<file path="src/sv/quoted_printable_encoder_defines.svh">
// ---------------------------------------------------------------------------
// Quoted-printable encoder assertion macros
// Shared assertion forms, clocked on clk and disabled while rst_n is low.
// ---------------------------------------------------------------------------
`ifndef QUOTED_PRINTABLE_ENCODER_DEFINES_SVH
`define QUOTED_PRINTABLE_ENCODER_DEFINES_SVH

// The consequent must hold in the same cycle as the antecedent.
`define QPE_ASSERT_SAME(label, ante, cons, msg) \
  label: assert property (@(posedge clk) disable iff (!rst_n) (ante) |-> (cons)) \
    else $error(msg);

// The consequent must hold in the cycle after the antecedent.
`define QPE_ASSERT_NEXT(label, ante, cons, msg) \
  label: assert property (@(posedge clk) disable iff (!rst_n) (ante) |=> (cons)) \
    else $error(msg);

`endif

</file>
<file path="src/sv/qpe_pkg.sv">
// ---------------------------------------------------------------------------
// Quoted-printable encoder package
// Character constants, the encoded group type and the hex digit function.
// ---------------------------------------------------------------------------
package qpe_pkg;

  localparam logic [7:0] CH_EQ    = 8'h3d;
  localparam logic [7:0] CH_TAB   = 8'h09;
  localparam logic [7:0] CH_CR    = 8'h0d;
  localparam logic [7:0] CH_LF    = 8'h0a;
  localparam logic [7:0] CH_SPACE = 8'h20;

  localparam logic [7:0] LINE_LIMIT_RST = 8'd72;
  localparam int         GRP_BYTES      = 6;

  // All output bytes caused by one input word, with the index of the last one.
  typedef struct packed {
    logic [GRP_BYTES-1:0][7:0] bytes;
    logic [2:0]                last_idx;
  } grp_t;

  function automatic logic [7:0] hex_digit(input logic [3:0] nib);
    logic [7:0] ext;
    ext = {4'h0, nib};
    if (nib < 4'd10) begin
      hex_digit = ext + 8'h30;
    end else begin
      hex_digit = ext + 8'h57;
    end
  endfunction

endpackage

</file>
<file path="src/sv/qpe_encoder.sv">
// ---------------------------------------------------------------------------
// Quoted-printable encoder front stage
// Encodes one input word into a group of output bytes and tracks line width.
// ---------------------------------------------------------------------------
module qpe_encoder (
  input  logic          clk,
  input  logic          rst_n,
  input  logic          cfg_we,
  input  logic [7:0]    cfg_wdata,
  input  logic          in_tvalid,
  output logic          in_tready,
  input  logic [7:0]    in_tdata,
  input  logic          in_tlast,
  output logic          grp_valid,
  input  logic          grp_take,
  output qpe_pkg::grp_t grp
);

  logic [7:0]    limit_r;
  logic [8:0]    lw_r;
  logic [8:0]    lw_nxt;
  logic          pend_v_r;
  logic          pend_v_nxt;
  qpe_pkg::grp_t pend_r;
  qpe_pkg::grp_t pend_nxt;
  logic          accept;
  logic          esc;
  logic          brk;
  logic [8:0]    wsum;
  logic [2:0]    pos;

  assign in_tready = !pend_v_r || grp_take;
  assign accept    = in_tvalid && in_tready;
  assign grp_valid = pend_v_r;
  assign grp       = pend_r;

  always_comb begin
    esc  = in_tdata inside {qpe_pkg::CH_EQ, qpe_pkg::CH_TAB, qpe_pkg::CH_CR,
                            qpe_pkg::CH_LF, qpe_pkg::CH_SPACE};
    wsum = lw_r + (esc ? 9'd3 : 9'd1);
    brk  = wsum > {1'b0, limit_r};
    pend_nxt = '0;
    if (esc) begin
      pend_nxt.bytes[0] = qpe_pkg::CH_EQ;
      pend_nxt.bytes[1] = qpe_pkg::hex_digit(in_tdata[7:4]);
      pend_nxt.bytes[2] = qpe_pkg::hex_digit(in_tdata[3:0]);
      pos = 3'd3;
    end else begin
      pend_nxt.bytes[0] = in_tdata;
      pos = 3'd1;
    end
    if (brk) begin
      pend_nxt.bytes[pos]        = qpe_pkg::CH_EQ;
      pend_nxt.bytes[pos + 3'd1] = qpe_pkg::CH_LF;
      pos = pos + 3'd2;
    end
    if (in_tlast) begin
      pend_nxt.bytes[pos] = qpe_pkg::CH_EQ;
      pos = pos + 3'd1;
    end
    pend_nxt.last_idx = pos - 3'd1;
    lw_nxt = (brk || in_tlast) ? 9'd0 : wsum;
    if (accept) begin
      pend_v_nxt = 1'b1;
    end else if (grp_take) begin
      pend_v_nxt = 1'b0;
    end else begin
      pend_v_nxt = pend_v_r;
    end
  end

  always_ff @(posedge clk) begin
    if (!rst_n) begin
      limit_r  <= qpe_pkg::LINE_LIMIT_RST;
      lw_r     <= '0;
      pend_v_r <= 1'b0;
    end else begin
      if (cfg_we) begin
        limit_r <= cfg_wdata;
      end
      if (accept) begin
        lw_r <= lw_nxt;
      end
      pend_v_r <= pend_v_nxt;
    end
  end

  always_ff @(posedge clk) begin
    if (accept) begin
      pend_r <= pend_nxt;
    end
  end

endmodule

</file>
<file path="src/sv/qpe_serializer.sv">
// ---------------------------------------------------------------------------
// Quoted-printable encoder output stage
// Holds one encoded group and sends its bytes one word per cycle while out_tready is high.
// ---------------------------------------------------------------------------
module qpe_serializer (
  input  logic          clk,
  input  logic          rst_n,
  input  logic          grp_valid,
  output logic          grp_take,
  input  qpe_pkg::grp_t grp,
  output logic          out_tvalid,
  input  logic          out_tready,
  output logic [7:0]    out_tdata,
  output logic          out_tlast
);

  qpe_pkg::grp_t cur_r;
  logic          vld_r;
  logic [2:0]    idx_r;
  logic [2:0]    idx_nxt;
  logic          fire;

  assign out_tvalid = vld_r;
  assign out_tdata  = cur_r.bytes[idx_r];
  assign out_tlast  = idx_r == cur_r.last_idx;
  assign fire       = vld_r && out_tready;
  assign grp_take   = !vld_r || (fire && out_tlast);

  always_comb begin
    if (grp_take) begin
      idx_nxt = '0;
    end else if (fire) begin
      idx_nxt = idx_r + 3'd1;
    end else begin
      idx_nxt = idx_r;
    end
  end

  always_ff @(posedge clk) begin
    if (!rst_n) begin
      vld_r <= 1'b0;
      idx_r <= '0;
    end else begin
      if (grp_take) begin
        vld_r <= grp_valid;
      end
      idx_r <= idx_nxt;
    end
  end

  always_ff @(posedge clk) begin
    if (grp_take) begin
      cur_r <= grp;
    end
  end

endmodule

</file>
<file path="src/sv/quoted_printable_encoder.sv">
// ---------------------------------------------------------------------------
// Quoted-printable encoder
// Encodes a message byte stream into quoted-printable text with soft breaks.
// ---------------------------------------------------------------------------
// Each input word is encoded in the cycle it is accepted into a group of one
// to six output bytes, which then leave one word per cycle while out_tready
// is high; a group is registered in the encoder and then moved into the
// serializer's register, from which its first byte appears. The output port
// sets the rate: an item causes from one output byte for a plain byte up to
// six for an escaped final byte that also triggers a soft break. Input words
// are taken while a previous group drains, so no cycle of the output is lost
// between groups. The line limit may be written only while the encoder is idle.
module quoted_printable_encoder (
  input  logic       clk,
  input  logic       rst_n,
  input  logic       cfg_we,
  input  logic [7:0] cfg_wdata,   // line_limit
  input  logic       in_tvalid,
  output logic       in_tready,
  input  logic [7:0] in_tdata,    // [7:0] in_byte
  input  logic       in_tlast,    // final_byte
  output logic       out_tvalid,
  input  logic       out_tready,
  output logic [7:0] out_tdata,   // [7:0] out_byte
  output logic       out_tlast    // run_last
);

`include "quoted_printable_encoder_defines.svh"

  logic          grp_valid;
  logic          grp_take;
  qpe_pkg::grp_t grp;

  qpe_encoder u_enc (
    .clk       (clk),
    .rst_n     (rst_n),
    .cfg_we    (cfg_we),
    .cfg_wdata (cfg_wdata),
    .in_tvalid (in_tvalid),
    .in_tready (in_tready),
    .in_tdata  (in_tdata),
    .in_tlast  (in_tlast),
    .grp_valid (grp_valid),
    .grp_take  (grp_take),
    .grp       (grp)
  );

  qpe_serializer u_ser (
    .clk        (clk),
    .rst_n      (rst_n),
    .grp_valid  (grp_valid),
    .grp_take   (grp_take),
    .grp        (grp),
    .out_tvalid (out_tvalid),
    .out_tready (out_tready),
    .out_tdata  (out_tdata),
    .out_tlast  (out_tlast)
  );

  `QPE_ASSERT_NEXT(a_group_continues, out_tvalid && out_tready && !out_tlast, out_tvalid, "group ended early")
  `QPE_ASSERT_SAME(a_no_overwrite, in_tvalid && in_tready, !grp_valid || grp_take, "pending group overwritten")
  `QPE_ASSERT_NEXT(a_group_loaded, grp_valid && grp_take, out_tvalid, "group not loaded")
  `QPE_ASSERT_SAME(a_last_in_range, out_tvalid, grp_take || !out_tready || !out_tlast, "take missed on last word")

endmodule

</file>
<file path="config.mk">
export PLATFORM = sky130hd
export DESIGN_NAME = quoted_printable_encoder
export DESIGN_NICKNAME = d
export VERILOG_FILES = /design/src/sv/qpe_pkg.sv /design/src/sv/qpe_encoder.sv /design/src/sv/qpe_serializer.sv /design/src/sv/quoted_printable_encoder.sv
export VERILOG_INCLUDE_DIRS = /design/src /design/src/sv
export SDC_FILE = /design/constraint.sdc
export NUM_CORES = 1
export LEC_CHECK = 0
export ABC_AREA = 0
export BUFFER_PORTS_ARGS = -buffer_cell sky130_fd_sc_hd__buf_2
export CAP_MARGIN = 10
export CORE_MARGIN = 2
export CORE_UTILIZATION = 65
export CTS_BUF_LIST = sky130_fd_sc_hd__clkbuf_4 sky130_fd_sc_hd__clkbuf_8
export CTS_CLUSTER_DIAMETER = 80
export DETAILED_ROUTE_END_ITERATION = 8
export PLACE_DENSITY = 0.9
export SLEW_MARGIN = 15
export SYNTH_ARGS = -nofsm -noshare
export SYNTH_HDL_FRONTEND = slang
export SYNTH_HIERARCHICAL = 1
export SYNTH_SLANG_ARGS = --single-unit
</file>
<file path="constraint.sdc">
create_clock -name clk -period 7.3 [get_ports clk]
set_clock_uncertainty 0.2 [all_clocks]
set_input_delay 0.365 -clock clk [delete_from_list [all_inputs] [get_ports clk]]
set_output_delay 0.365 -clock clk [all_outputs]
set_load 0.05 [all_outputs]
</file>
# Word level (Yosys, flattened, before mapping)

Index checks and enable logic that the tools add are counted.

Bits in writable memories: 0
Word-level logic and storage cells: 90
Register bits after elaboration: 124
Memory bits (read-only): 0
Input port bits: 22
Output and inout bits: 11
Latch bits: 0
Memories: 0

Eq/ne operators: 6
Reductions and logical operators: 14
Muxes and demuxes: 21
Bitwise gates (word level): 10
$add $sub $neg: 10
Divide/modulo/power cells: 0
Magnitude comparators: 10
Shifts and indexed selects: 0
Multipliers: 0

Operators with widths:

| operator              | count |
|---|---|
| $mux W48              | 2 |
| $demux W8 S3          | 3 |
| $mux W8               | 7 |
| $and A36 B36 Y36      | 1 |
| $not A18 Y18          | 2 |
| $not A36 Y36          | 1 |
| $or A15 B30 Y30       | 1 |
| $or A30 B30 Y30       | 1 |
| $bmux W8 S3           | 1 |
| $eq A8 B4 Y1 const B  | 3 |
| $and A18 B18 Y18      | 1 |
| $and A9 B18 Y18       | 1 |
| $add A4 B7 Y8 const B | 2 |
| $eq A8 B6 Y1 const B  | 2 |
| $mux W16              | 1 |
| $add A4 B6 Y7 const B | 2 |
| $lt A3 B4 Y1 const B  | 3 |
| $or A12 B12 Y12       | 1 |
| $add A9 B9 Y9         | 1 |
| $gt A9 B8 Y1          | 1 |
| $mux W9               | 1 |
| $lt A4 B4 Y1 const B  | 2 |
| $add A3 B1 Y3 const B | 2 |
| $ge A3 B1 Y1 const B  | 2 |
| 16 further kinds      | 27 |

# Logic depth before layout (Yosys ltp)

Gate-level depths: netlist of run 1.

Depth in word-level cells: 13
Gate-level depth with buffers: 22
Mapped depth without buffers: 21

# Modules after synthesis

Netlist of run 1, hierarchy kept.

Modules (own cells, without submodules):

| module         | cells an instance | sequential area each (um^2) | instances | area an instance (um^2) |
|---|---|---|---|---|
| qpe_encoder    | 237               | 1201.2                      | 1         | 2511.2 |
| qpe_serializer | 128               | 1611.5                      | 1         | 2232.1 |

# Worst setup path after synthesis of run 1

No wires, ideal clock.

Path kind: register -> register
From: register u_ser.idx_r[1]
To: register u_enc.lw_r[3]
Setup time: 0.072 ns
Slack: 2.866 ns
Buffers on the path: 2
Clock period less this slack: 4.434 ns
Arrival time: 4.162 ns
Stages on the path, launching flop included: 11
Data required time: 7.028 ns
Cell sequence: dfxtp_1 > buf_6 > xor2_2 > nor3_4 > a21bo_2 > nand2b_1 > and2_1 > and4_4 > buf_6 > a31oi_1 > mux2i_1

Word-level cells in the longest chain between the ends: 5

Ends and longest elaborated chain:

| item                   | RTL line                       | text |
|---|---|---|
| from (decl)            | qpe_serializer.sv:19           | `logic [2:0] idx_r;` |
| from (signal assigned) | qpe_serializer.sv:47           | `idx_r <= idx_nxt;` |
| $eq A3 B3 Y1           | qpe_serializer.sv:25           | `assign out_tlast = idx_r == cur_r.last_idx;` |
| net out_tlast          | quoted_printable_encoder.sv:25 | `output logic out_tlast` |
| $logic_and A1 B1 Y1    | qpe_serializer.sv:27           | `assign grp_take = !vld_r \|\| (fire && out_tlast);` |
| $logic_or A1 B1 Y1     | qpe_serializer.sv:27           |  |
| net grp_take           | quoted_printable_encoder.sv:31 | `logic grp_take;` |
| $logic_or A1 B1 Y1     | qpe_encoder.sv:32              | `assign in_tready = !pend_v_r \|\| grp_take;` |
| net in_tready          | quoted_printable_encoder.sv:19 | `output logic in_tready,` |
| $logic_and A1 B1 Y1    | qpe_encoder.sv:33              | `assign accept = in_tvalid && in_tready;` |
| net u_enc.accept       | qpe_encoder.sv:26              | `logic accept;` |
| to (signal assigned)   | qpe_encoder.sv:82              | `lw_r <= lw_nxt;` |
| to (decl)              | qpe_encoder.sv:20              | `logic [8:0] lw_r;` |

The timed path passes the listed nets, and every way through them passes these cells.
A chain may end at the register's enable or synchronous reset.

==> results of run 1 <==
-- stage by stage --
step	power [mW]	cells	utilization	hold WS, ns	worst slack, ns
6_report	1.13	491	0.700	0.0234	2.33
5_1_grt	1.17	491	0.700	0.0116	2.05
4_1_cts	1.13	491	0.700	0.00618	2.41
3_5_place_dp	0.815	473	0.671	0.205	2.03
3_3_place_gp	0.807	473	0.671	0.202	2.32
2_1_floorplan	0.787	379	-	0.200	2.87
-- report_power, final --
| group | total [mW] | switching, mW | internal, mW |
|---|---|---|---|
| Combinational | 0.119 | 0.0804 | 0.0385 |
| Sequential | 0.685 | 0.0160 | 0.669 |
| Clock | 0.324 | 0.195 | 0.129 |
| Total | 1.13 | 0.292 | 0.836 |
-- final timing paths --
kind | cells past startpoint | to | slack, ns
setup reg to reg | 9 | u_enc/lw_r[3] | 3.26
setup / recovery | 20 | u_enc/grp[1] | 2.33
hold / removal | 3 | u_enc/limit_r[3] | 0.02
hold reg to reg | 0 | u_ser/cur_r[9] | 0.22
-- placed cells by master (no fill, tap or decap), types with 13 or more instances in the layout --
master	count
nand2_1	18
buf_2	32
dfxtp_1	22
ha_1	20
edfxtp_1	79
nor2_1	13
conb_1	15
mux2i_1	34
inv_1	19
-- logic make-up after synthesis --
logic type,synth area share
flip-flops,0.593
AND/OR/NAND/NOR,0.102
buffers and inverters,0.0757
AO/OA/AOI/OAI,0.0728
multiplexers,0.0717
adder cells (fa/ha/maj),0.0570
XOR/XNOR,0.0272
other,0.000791
-- metal layers --
| layer | vias up | share of wire |
|---|---|---|
| li1 | 1336 | - |
| met1 | 1294 | 0.44 |
| met2 | 65 | 0.51 |
| met3 | 15 | 0.035 |
| met4 | 0 | 0.019 |
| met5 | - | 0 |
-- area by class of cell --
class	instances	share of cell area
Sequential cell	101	0.560
Multi-Input combinational cell	218	0.324
Timing Repair Buffer	37	0.0404
Clock buffer	9	0.0247
Tap cell	99	0.0247
Inverter	20	0.0149
Clock inverter	7	0.0117
-- tightest hold or removal path, stage by stage --
cell      delay, ns
buf_2          0.07
nand2_1        0.04
o211ai_1       0.07
-- registers in the layout (all words and copies together), names as in the netlist --
signal and flops:
u_enc/grp_valid 1, u_ser/cur_r 51, u_enc/limit_r 8, u_enc/grp 28
u_enc/lw_r 9, u_ser/idx_r 3, u_ser/out_tvalid 1
==> results.md, run 1 <==
- RSZ-0062 raised after global routing: no
- Placed inst area: around 0.0048 mm²
- Grt met1 use: 0.268
- Critical R2R Launch: u_ser/idx_r[0]
- Yosys cell types: 52
- Seq/Total Area, Yosys: 0.593
- Core box area: 0.00718 mm²
- Worst-path fanout max: 15
- Antenna Cells: 0
- # fillers: between 400 and 500
- Clock transition at path regs: about 0.10 ns
- Worst EP arrival: 4.88 ns
- Layout cells sized above 1: 0.158
- Power Density: around 220 mW/mm²
- Total number of vias: between 2000 and 3000
- Routed wire per std cell: around 16 µm
- Resized cells post-CTS: 0
- Post-DP HPWL: 5650 µm
- Post-layout min period: 4.97 ns
- Min-delay src: cfg_wdata[3]
- Post-synthesis cell count: between 300 and 400
- Setup violation total in the final timing report: 0
- YS warnings: 6
- Most common cell in the netlist: edfxtp_1
- CTS tree: done
- Grt total ovfl: 0
- Gr busiest metal: met2
- Hold WC Path Type: in2reg
- Relative slew slack: 0.389
- DIE WIDTH: 89.4 µm
- Largest net degree at the start of global routing: 53
- Mapped cell area: roughly 0.0047 mm²
- Final WL: ~8000 µm
- Post-CTS setup buffer count: 0
- Final setup TNS: 0 ns
- Startpoint Class: input port
- Slowest stage delay, CP: roughly 0.5 ns
- Critical path class: in2reg
- Final period util: 0.680
- Top cell by count, worst path: ha_1
- Reg area: 0.00281 mm²
- CTS Root Cell: clkbuf_8
- Sequence of cells on the critical path: buf_2 -> inv_1 -> ha_1 -> and3b_1 -> o21ai_0 -> or2_1 -> inv_2 -> fa_1 -> nand3_2 -> nor2_1 -> xor2_1 -> ha_1 -> a22oi_1 -> o211ai_1 -> o221ai_1 -> buf_4 -> and3_1 -> ha_1 -> ha_1 -> xor2_1
- Global Route met2 Usage: 0.367
- Max-Cap Viols: 0
- Largest cells by area after synthesis: edfxtp_1 50%, dfxtp_1 9.3%, mux2i_1 7.2%, ha_1 5.3%, buf_4 3.8%
- Pleak: 1.96 nW
- Synth-to-layout area growth: 5.88%
- Met3 Use GR: 0.0508
- Hold-fix buffers, CTS: 2
- Initial antenna violation count: 0
- TritonCTS Buffers: 9
- WP buf/inv: 4
- Skew-Pair Late Insertion Delay: roughly 0.36 ns
- Vias in the first global route: about 2600
- Gp weighted congestion: 0.864
- DR vias/cell: about 5.5
- H-tree Lvls: 3
- Row cnt: 31
- Worst-path cell with the longest stage delay: fa_1
- Post-route design area: ~0.005 mm²
- Multi-input logic area: roughly 0.0016 mm²
- Final #Nets: between 400 and 500
- Final Max Tran Viols: 0
- Final hold violation count: 0
- Drt pass-1 iters: 4
- Overall Global Routing Usage: 0.216
- Outcome: finished, final reports clean
- Worst-Margin Slew: 0.915 ns
- Ports: 33
- Yosys reg bits: a little over 100
- WP data required: between 7 and 8 ns
- Synth Area per Inst: approximately 13 µm²
- Worst vdd ir: roughly 0.14 mV
- CP Capture Type: flop
- Largest area contributor in the netlist: edfxtp_1
- Most frequent cells after synthesis: 79 x edfxtp_1, 34 x mux2i_1, 24 x buf_4
- Asr flop ratio synth: 0
- Beginning of the critical path: in_tdata[1]
- CP top delay family: adder cells
- Post-route ant nets: 0
- CTS Sinks: about 100
- Achievable Freq: around 0.2 GHz
- # port buffers: 32
- Post-synth EDFFs: 79
- Initial Util: 0.661
- Top cell type's share of synthesized area: 0.500
- Detailed Route Iter0 Violations: approximately 140
- Clock Tree Buf Depth: 2
- Die Height: between 80 and 90 µm
- Prevailing post-synth register cell: edfxtp_1
- Die area: between 0.007 and 0.008 mm²
- First-pass GRT wire length: between 10000 and 15000 µm
- Drc violations: 0
Note: power is estimated with default switching activity, not from simulation.
==> inputs of run 2 (changes only) <==
--- a/config.mk
+++ b/config.mk
@@ -10,11 +10,11 @@
 export BUFFER_PORTS_ARGS = -buffer_cell sky130_fd_sc_hd__buf_2
 export CAP_MARGIN = 10
 export CORE_MARGIN = 2
-export CORE_UTILIZATION = 65
+export CORE_UTILIZATION = 63
 export CTS_BUF_LIST = sky130_fd_sc_hd__clkbuf_4 sky130_fd_sc_hd__clkbuf_8
 export CTS_CLUSTER_DIAMETER = 80
 export DETAILED_ROUTE_END_ITERATION = 8
-export PLACE_DENSITY = 0.9
+export PLACE_DENSITY = 0.88
 export SLEW_MARGIN = 15
 export SYNTH_ARGS = -nofsm -noshare
 export SYNTH_HDL_FRONTEND = slang
==> constraint.sdc (replaced) <==
create_clock -name clk -period 4.75 [get_ports clk]
set_clock_uncertainty 0.2 [all_clocks]
set_input_delay 0.2375 -clock clk [delete_from_list [all_inputs] [get_ports clk]]
set_output_delay 0.2375 -clock clk [all_outputs]
set_load 0.05 [all_outputs]
==> run 2 against run 1 <==
Effect of this change: hold slack improved by 0.0069 ns; utilization increased by 1.5 points; critical endpoint unchanged; sequential power increased by 53%; sequential share of layout area decreased by 1.8 points; setup slack got worse by 2.2 ns; clock-buffer cell count unchanged; combinational power increased by 61%.
==> results.md, run 2 (synthesis results as in run 1) <==
- Achievable Freq: roughly 0.22 GHz
- Die area: 0.00824 mm² (was 0.00800 mm²)
- Top reg by flops: u_ser/cur_r (unchanged)
- Pre-CTS setup slack: 0.132 ns (was 2.03 ns)
- Max reg flops: 51 (unchanged)
- # fillers: 505 (was 482)
- CP Capture Type: flop (unchanged)
- Relative slew slack: 0.539 (was 0.389)
- Die Height: 90.8 µm (was 89.4 µm)
- Power Density: 329 mW/mm² (was 225 mW/mm²)
- Startpoint Class: input port (unchanged)
- Post-layout min period: 4.62 ns
- First-pass GRT wire length: 13500 µm (was 12500 µm)
- Drc violations: 0 (unchanged)
- Skew-Pair Late Insertion Delay: 0.36 ns (about the same)
- Row cnt: 31 (unchanged)
- Hold_ws: 0.0303 ns (was 0.0234 ns)
- Max-Cap Viols: 0 (unchanged)
- DR vias/cell: 5.53 (was 5.52)
- Final #Nets: 448 (was 430)
- Antenna Cells: 0 (unchanged)
- Synth-to-layout area growth: 9.34% (was 5.88%)
- Core box area: 0.00725 mm² (was 0.00718 mm²)
- Hold WC Path Type: in2reg (unchanged)
- DIE WIDTH: 90.8 µm (was 89.4 µm)
- CTS tree: done (unchanged)
- CTS Root Cell: clkbuf_8 (unchanged)
- Drt pass-1 iters: 4 (unchanged)
- Most frequent cells in the layout: 79 x edfxtp_1, 34 x mux2i_1, 32 x buf_2, 22 x dfxtp_1, 20 x ha_1 (unchanged)
- Gp weighted congestion: 0.903 (was 0.864)
- Overall Global Routing Usage: 0.208 (was 0.216)
- Final WL: 7980 µm (was 7970 µm)
- Post-route ant nets: 0 (unchanged)
- Routed wire per std cell: 15.7 µm (was 16.2 µm)
- # port buffers: 32 (unchanged)
- Setup slack on the worst flop-to-flop path: 1.16 ns (was 3.26 ns)
- Final WS setup: 0.128 ns (was 2.33 ns)
- Hold depth: 3 (unchanged)
- Worst-Margin Slew: 0.691 ns (was 0.915 ns)
- Clock Tree Buf Depth: 2 (unchanged)
- Critical R2R Launch: u_enc/lw_r[0] (was u_ser/idx_r[0])
- WP data required: 4.66 ns (was 7.21 ns)
- Initial antenna violation count: 0 (unchanged)
- Multi-input logic area: 0.00164 mm² (was 0.00163 mm²)
- Largest net degree at the start of global routing: 52 (was 53)
- Worst EP arrival: 4.53 ns (was 4.88 ns)
- Min-delay src: in_tdata[0] (was cfg_wdata[3])
- Final Max Tran Viols: 0 (unchanged)
- TritonCTS Buffers: 9 (unchanged)
- CTS Sinks: 101 (unchanged)
- Placed cell count: 476 (was 473)
- Setup violation total in the final timing report: 0 (unchanged)
- Final period util: 0.973
- Final hold violation count: 0 (unchanged)
- Initial Util: 0.654 (was 0.661)
- Worst-path fanout max: 8 (was 15)
- Worst reg-to-reg path cell count: 12 (was 9)
- Total number of vias: 2802 (was 2710)
- Most common cell after layout, fill and taps aside: edfxtp_1 (unchanged)
- Post-DP HPWL: 5260 µm (was 5650 µm)
- Grt total ovfl: 0 (unchanged)
- Final Instance Count excl. Fillers: 507 (was 491)
- Reg area: 0.00281 mm² (unchanged)
- Detailed Route Iter0 Violations: 177 (was 135)
- Hold Path Sink: u_enc/grp[3] (was u_enc/limit_r[3])
- Vias in the first global route: 2866 (was 2590)
- Clock transition at path regs: 0.09 ns (was 0.10 ns)
- H-tree Lvls: 3 (unchanged)
- Critical path class: in2reg (unchanged)
- Outcome: finished, final reports clean (unchanged)
- FF-to-FF End: u_enc/grp[1] (was u_enc/lw_r[3])
- Ports: 33 (unchanged)
- Worst vdd ir: 0.150 mV (was 0.141 mV)
- Final Core Density: 0.715 (was 0.700)
- Pleak: 2.03 nW (was 1.96 nW)
- Layout cells sized above 1: 0.164 (was 0.158)
- Beginning of the critical path: in_tdata[5] (was in_tdata[1])
-- run 2: layer usage --
| layer | vias up | GRT usage | part of all wire |
|---|---|---|---|
| li1 | 1380 | - | - |
| met1 | 1332 | 0.258 | 0.42 |
| met2 | 72 | 0.361 | 0.52 |
| met3 | 18 | 0.0409 | 0.035 |
| met5 | - | 0 | 0 |
| met4 | 0 | 0.0808 | 0.021 |
-- run 2: how the worst max path moves through the flow --
| stage | end |
|---|---|
| detailed placement | u_enc/grp[1] |
| global route | u_enc/grp[1] |
| CTS | u_enc/grp[1] |
| floorplan | u_enc/lw_r[3] |
| global placement | u_enc/grp[1] |
| finish | u_enc/grp[1] |
-- run 2: area by class of cell --
| class | instances | share of cell area |
|---|---|---|
| multi-input combinational | 218 | 0.316 |
| timing repair buffer | 55 | 0.0714 |
| sequential | 101 | 0.542 |
| clock buffer | 9 | 0.0239 |
| inverter | 20 | 0.0150 |
| tap | 99 | 0.0239 |
| clock inverter | 5 | 0.00748 |
-- run 2: repair_timing --
action                                  4_1_cts  5_1_grt
hold endpoints to repair                     15        0
hold buffers                                 15        0
setup buffers                                 0        2
resized for setup                             0        7
endpoints found under the setup margin        0        2
-- run 2: per-stage QoR --
stage / area [µm²] / power (mW) / TNS, ns
2_1_floorplan: 4800 / 1.21 / 0
6_report: 5190 / 1.70 / 0
3_5_place_dp: 4840 / 1.25 / 0
3_3_place_gp: 4840 / 1.24 / 0
4_1_cts: 5150 / 1.72 / 0
5_1_grt: 5190 / 1.77 / -0.0456
-- run 2: power breakdown --
group / internal [mW] / total [mW] / switching (mW)
Sequential: 1.03 / 1.05 / 0.0227
Combinational: 0.0679 / 0.191 / 0.123
Clock: 0.187 / 0.464 / 0.277
-- run 2: critical path, stage by stage --
cell	delay (ns)
dlygate4sd3_1	0.53
buf_2	0.15
inv_1	0.07
ha_1	0.16
nand2_1	0.06
o221a_2	0.28
or2_1	0.28
inv_4	0.11
fa_2	0.26
nand3_2	0.16
nor2_2	0.16
xor2_1	0.22
ha_1	0.30
a22oi_1	0.20
o211ai_1	0.16
o221ai_1	0.26
and3_4	0.25
ha_1	0.23
ha_1	0.28
xor2_1	0.16
==> inputs of run 3 (changes only) <==
--- a/config.mk
+++ b/config.mk
@@ -14,7 +14,7 @@
 export CTS_BUF_LIST = sky130_fd_sc_hd__clkbuf_4 sky130_fd_sc_hd__clkbuf_8
 export CTS_CLUSTER_DIAMETER = 80
 export DETAILED_ROUTE_END_ITERATION = 8
-export PLACE_DENSITY = 0.88
+export PLACE_DENSITY = 0.79
 export SLEW_MARGIN = 15
 export SYNTH_ARGS = -nofsm -noshare
 export SYNTH_HDL_FRONTEND = slang
==> run 3 against run 2 <==
Effect of this change: cell area shrank 0.48%; sequential share of layout area grew 0.26 points; non-clock buffer count shrank 4; largest cell class unchanged; via count shrank 1.2%; die area is the same; power grew 3.0%; highest routed layer unchanged; final cell count shrank 0.39%.
==> results.md, run 3 (synthesis results as in run 1) <==
- Final hold violation count: 0 (unchanged)
- Pleak: 2.03 nW (about the same)
- Critical path class: in2reg (unchanged)
- Max-Cap Viols: 0 (unchanged)
- Largest net degree at the start of global routing: 52 (unchanged)
- WP buf/inv: 3 (was 4)
- DR vias/cell: 5.48 (was 5.53)
- First-pass GRT wire length: 13300 µm (was 13500 µm)
- Relative slew slack: 0.371 (was 0.539)
- Max reg flops: 51 (unchanged)
- Synth-to-layout area growth: 8.81% (was 9.34%)
- TritonCTS Buffers: 9 (unchanged)
- CP Capture Type: flop (unchanged)
- Detailed Route Iter0 Violations: 150 (was 177)
- Stages on the worst setup path: 19 (was 20)
- # port buffers: 32 (unchanged)
- CTS Sinks: 101 (unchanged)
- Placed cell count: 476 (unchanged)
- # fillers: 521 (was 505)
- Core box area: 0.00725 mm² (unchanged)
- Worst-path fanout max: 8 (unchanged)
- Hold-fix buffers, CTS: 13 (was 15)
- Most common cell after layout, fill and taps aside: edfxtp_1 (unchanged)
- Vias in the first global route: 2779 (was 2866)
- Post-layout min period: 4.29 ns (was 4.62 ns)
- Gp weighted congestion: 0.879 (was 0.903)
- Final WL: 7930 µm (was 7980 µm)
- Worst-Margin Slew: 0.942 ns (was 0.691 ns)
- Skew-Pair Late Insertion Delay: 0.36 ns (about the same)
- Post-CTS setup buffer count: 0 (unchanged)
- Hold WC Path Type: in2reg (unchanged)
- Top cell by count, worst path: ha_1 (unchanged)
- CTS tree: done (unchanged)
- CTS Root Cell: clkbuf_8 (unchanged)
- Worst vdd ir: 0.148 mV (was 0.150 mV)
- Routed wire per std cell: 15.7 µm (about the same)
- Grt total ovfl: 0 (unchanged)
- Most frequent cells in the layout: 79 x edfxtp_1, 34 x mux2i_1, 32 x buf_2, 22 x dfxtp_1, 20 x ha_1 (unchanged)
- Outcome: finished, final reports clean (unchanged)
- RSZ-0062 raised after global routing: no
- Pwr Total: 1.76 mW (was 1.70 mW)
- WP data required: 4.66 ns (about the same)
- Setup violation total in the final timing report: 0 (unchanged)
- Resized cells post-CTS: 0 (unchanged)
- Row cnt: 31 (unchanged)
- Final Instance Count excl. Fillers: 505 (was 507)
- Worst reg-to-reg path cell count: 12 (unchanged)
- Hold depth: 3 (unchanged)
- Post-route ant nets: 0 (unchanged)
- CP top delay family: simple AND/OR/NAND/NOR gates (was adder cells)
- Total number of vias: 2769 (was 2802)
- H-tree Lvls: 3 (unchanged)
- Drt pass-1 iters: 4 (unchanged)
- Final setup TNS: 0 ns (unchanged)
- DIE WIDTH: 90.8 µm (unchanged)
- Final Max Tran Viols: 0 (unchanged)
- Placed inst area: 0.00484 mm² (unchanged)
- Startpoint Class: input port (unchanged)
- Antenna Cells: 0 (unchanged)
- Initial antenna violation count: 0 (unchanged)
- Layout cells sized above 1: 0.158 (was 0.164)
- Top reg by flops: u_ser/cur_r (unchanged)
- Post-DP HPWL: 5570 µm (was 5260 µm)
- Overall Global Routing Usage: 0.208 (about the same)
- Die area: 0.00824 mm² (unchanged)
- Power Density: 340 mW/mm² (was 329 mW/mm²)
- Post-route design area: 0.00516 mm² (was 0.00519 mm²)
- Ports: 33 (unchanged)
- Worst-path cell with the longest stage delay: dlygate4sd3_1 (unchanged)
- Drc violations: 0 (unchanged)
- Clock transition at path regs: 0.10 ns (was 0.09 ns)
- Achievable Freq: 0.233 GHz (was 0.216 GHz)
- Final period util: 0.902 (was 0.973)
- Initial Util: 0.654 (unchanged)
- Final Core Density: 0.712 (was 0.715)
- Worst EP arrival: 4.20 ns (was 4.53 ns)
- Final #Nets: 444 (was 448)
- Clock Tree Buf Depth: 2 (unchanged)
- Slowest stage delay, CP: 0.54 ns (was 0.53 ns)
- Sequence of cells on the critical path: dlygate4sd3_1 -> buf_2 -> nor2_1 -> o21ai_0 -> or2_1 -> inv_2 -> ha_1 -> a21o_1 -> and2_1 -> nand3_1 -> xnor2_1 -> ha_1 -> nor3_1 -> nor2_1 -> o221ai_1 -> and3_1 -> ha_1 -> ha_1 -> xor2_1 (was dlygate4sd3_1 -> buf_2 -> inv_1 -> ha_1 -> nand2_1 -> o221a_2 -> or2_1 -> inv_4 -> fa_2 -> nand3_2 -> nor2_2 -> xor2_1 -> ha_1 -> a22oi_1 -> o211ai_1 -> o221ai_1 -> and3_4 -> ha_1 -> ha_1 -> xor2_1)
- Die Height: 90.8 µm (unchanged)
## run 3: cell type report
cell class	count	area [µm²]	share of cell area
inverters	20	75.1	0.0145
flip-flops and latches	101	2810	0.545
repair buffers	51	335	0.0650
well taps	99	124	0.0240
clock buffers	9	124	0.0240
clock inverters	7	66.3	0.0128
multi-input cells	218	1620	0.315
## run 3: report_power, final
group	internal (mW)	switching (mW)	total, mW	leakage (nW)
Combinational	0.0659	0.121	0.187	0.944
Sequential	1.03	0.0255	1.05	0.994
Clock	0.203	0.313	0.516	0.0914
Total	1.30	0.459	1.76	2.03
## run 3: routing by layer
layer | routed length (µm) | track usage
met3 | 357 | 0.0501
met5 | 0 | 0
met4 | 211 | 0.0846
met2 | 4120 | 0.356
met1 | 3240 | 0.253
## run 3: worst paths after layout
check,startpoint,to,slack (ns)
min reg2reg,u_enc/grp[2],u_ser/cur_r[2],0.21
min,in_tdata[4],u_enc/grp[7],0.02
max,in_tdata[6],u_enc/grp[1],0.46
max reg2reg,u_enc/lw_r[0],u_enc/grp[1],1.18
## run 3: metrics by stage
step	worst slack [ns]	hold slack, ns
final	0.465	0.0223
after global routing	0.222	0.0279
after CTS	0.530	0.00818
after detailed placement	0.268	0.205
after global placement	0.355	0.204
after floorplan	0.316	0.136
## run 3: worst register-to-register path, cell delays in order, from the launching register on
cell and delay (ns):
dfxtp_1 0.39, fa_1 0.52, nand3_2 0.15, nor2_1 0.07, xor2_1 0.18, ha_1 0.29, a22oi_1 0.19, o211ai_1 0.13
o221ai_1 0.21, and3_1 0.29, ha_1 0.27, ha_1 0.29, xor2_1 0.16
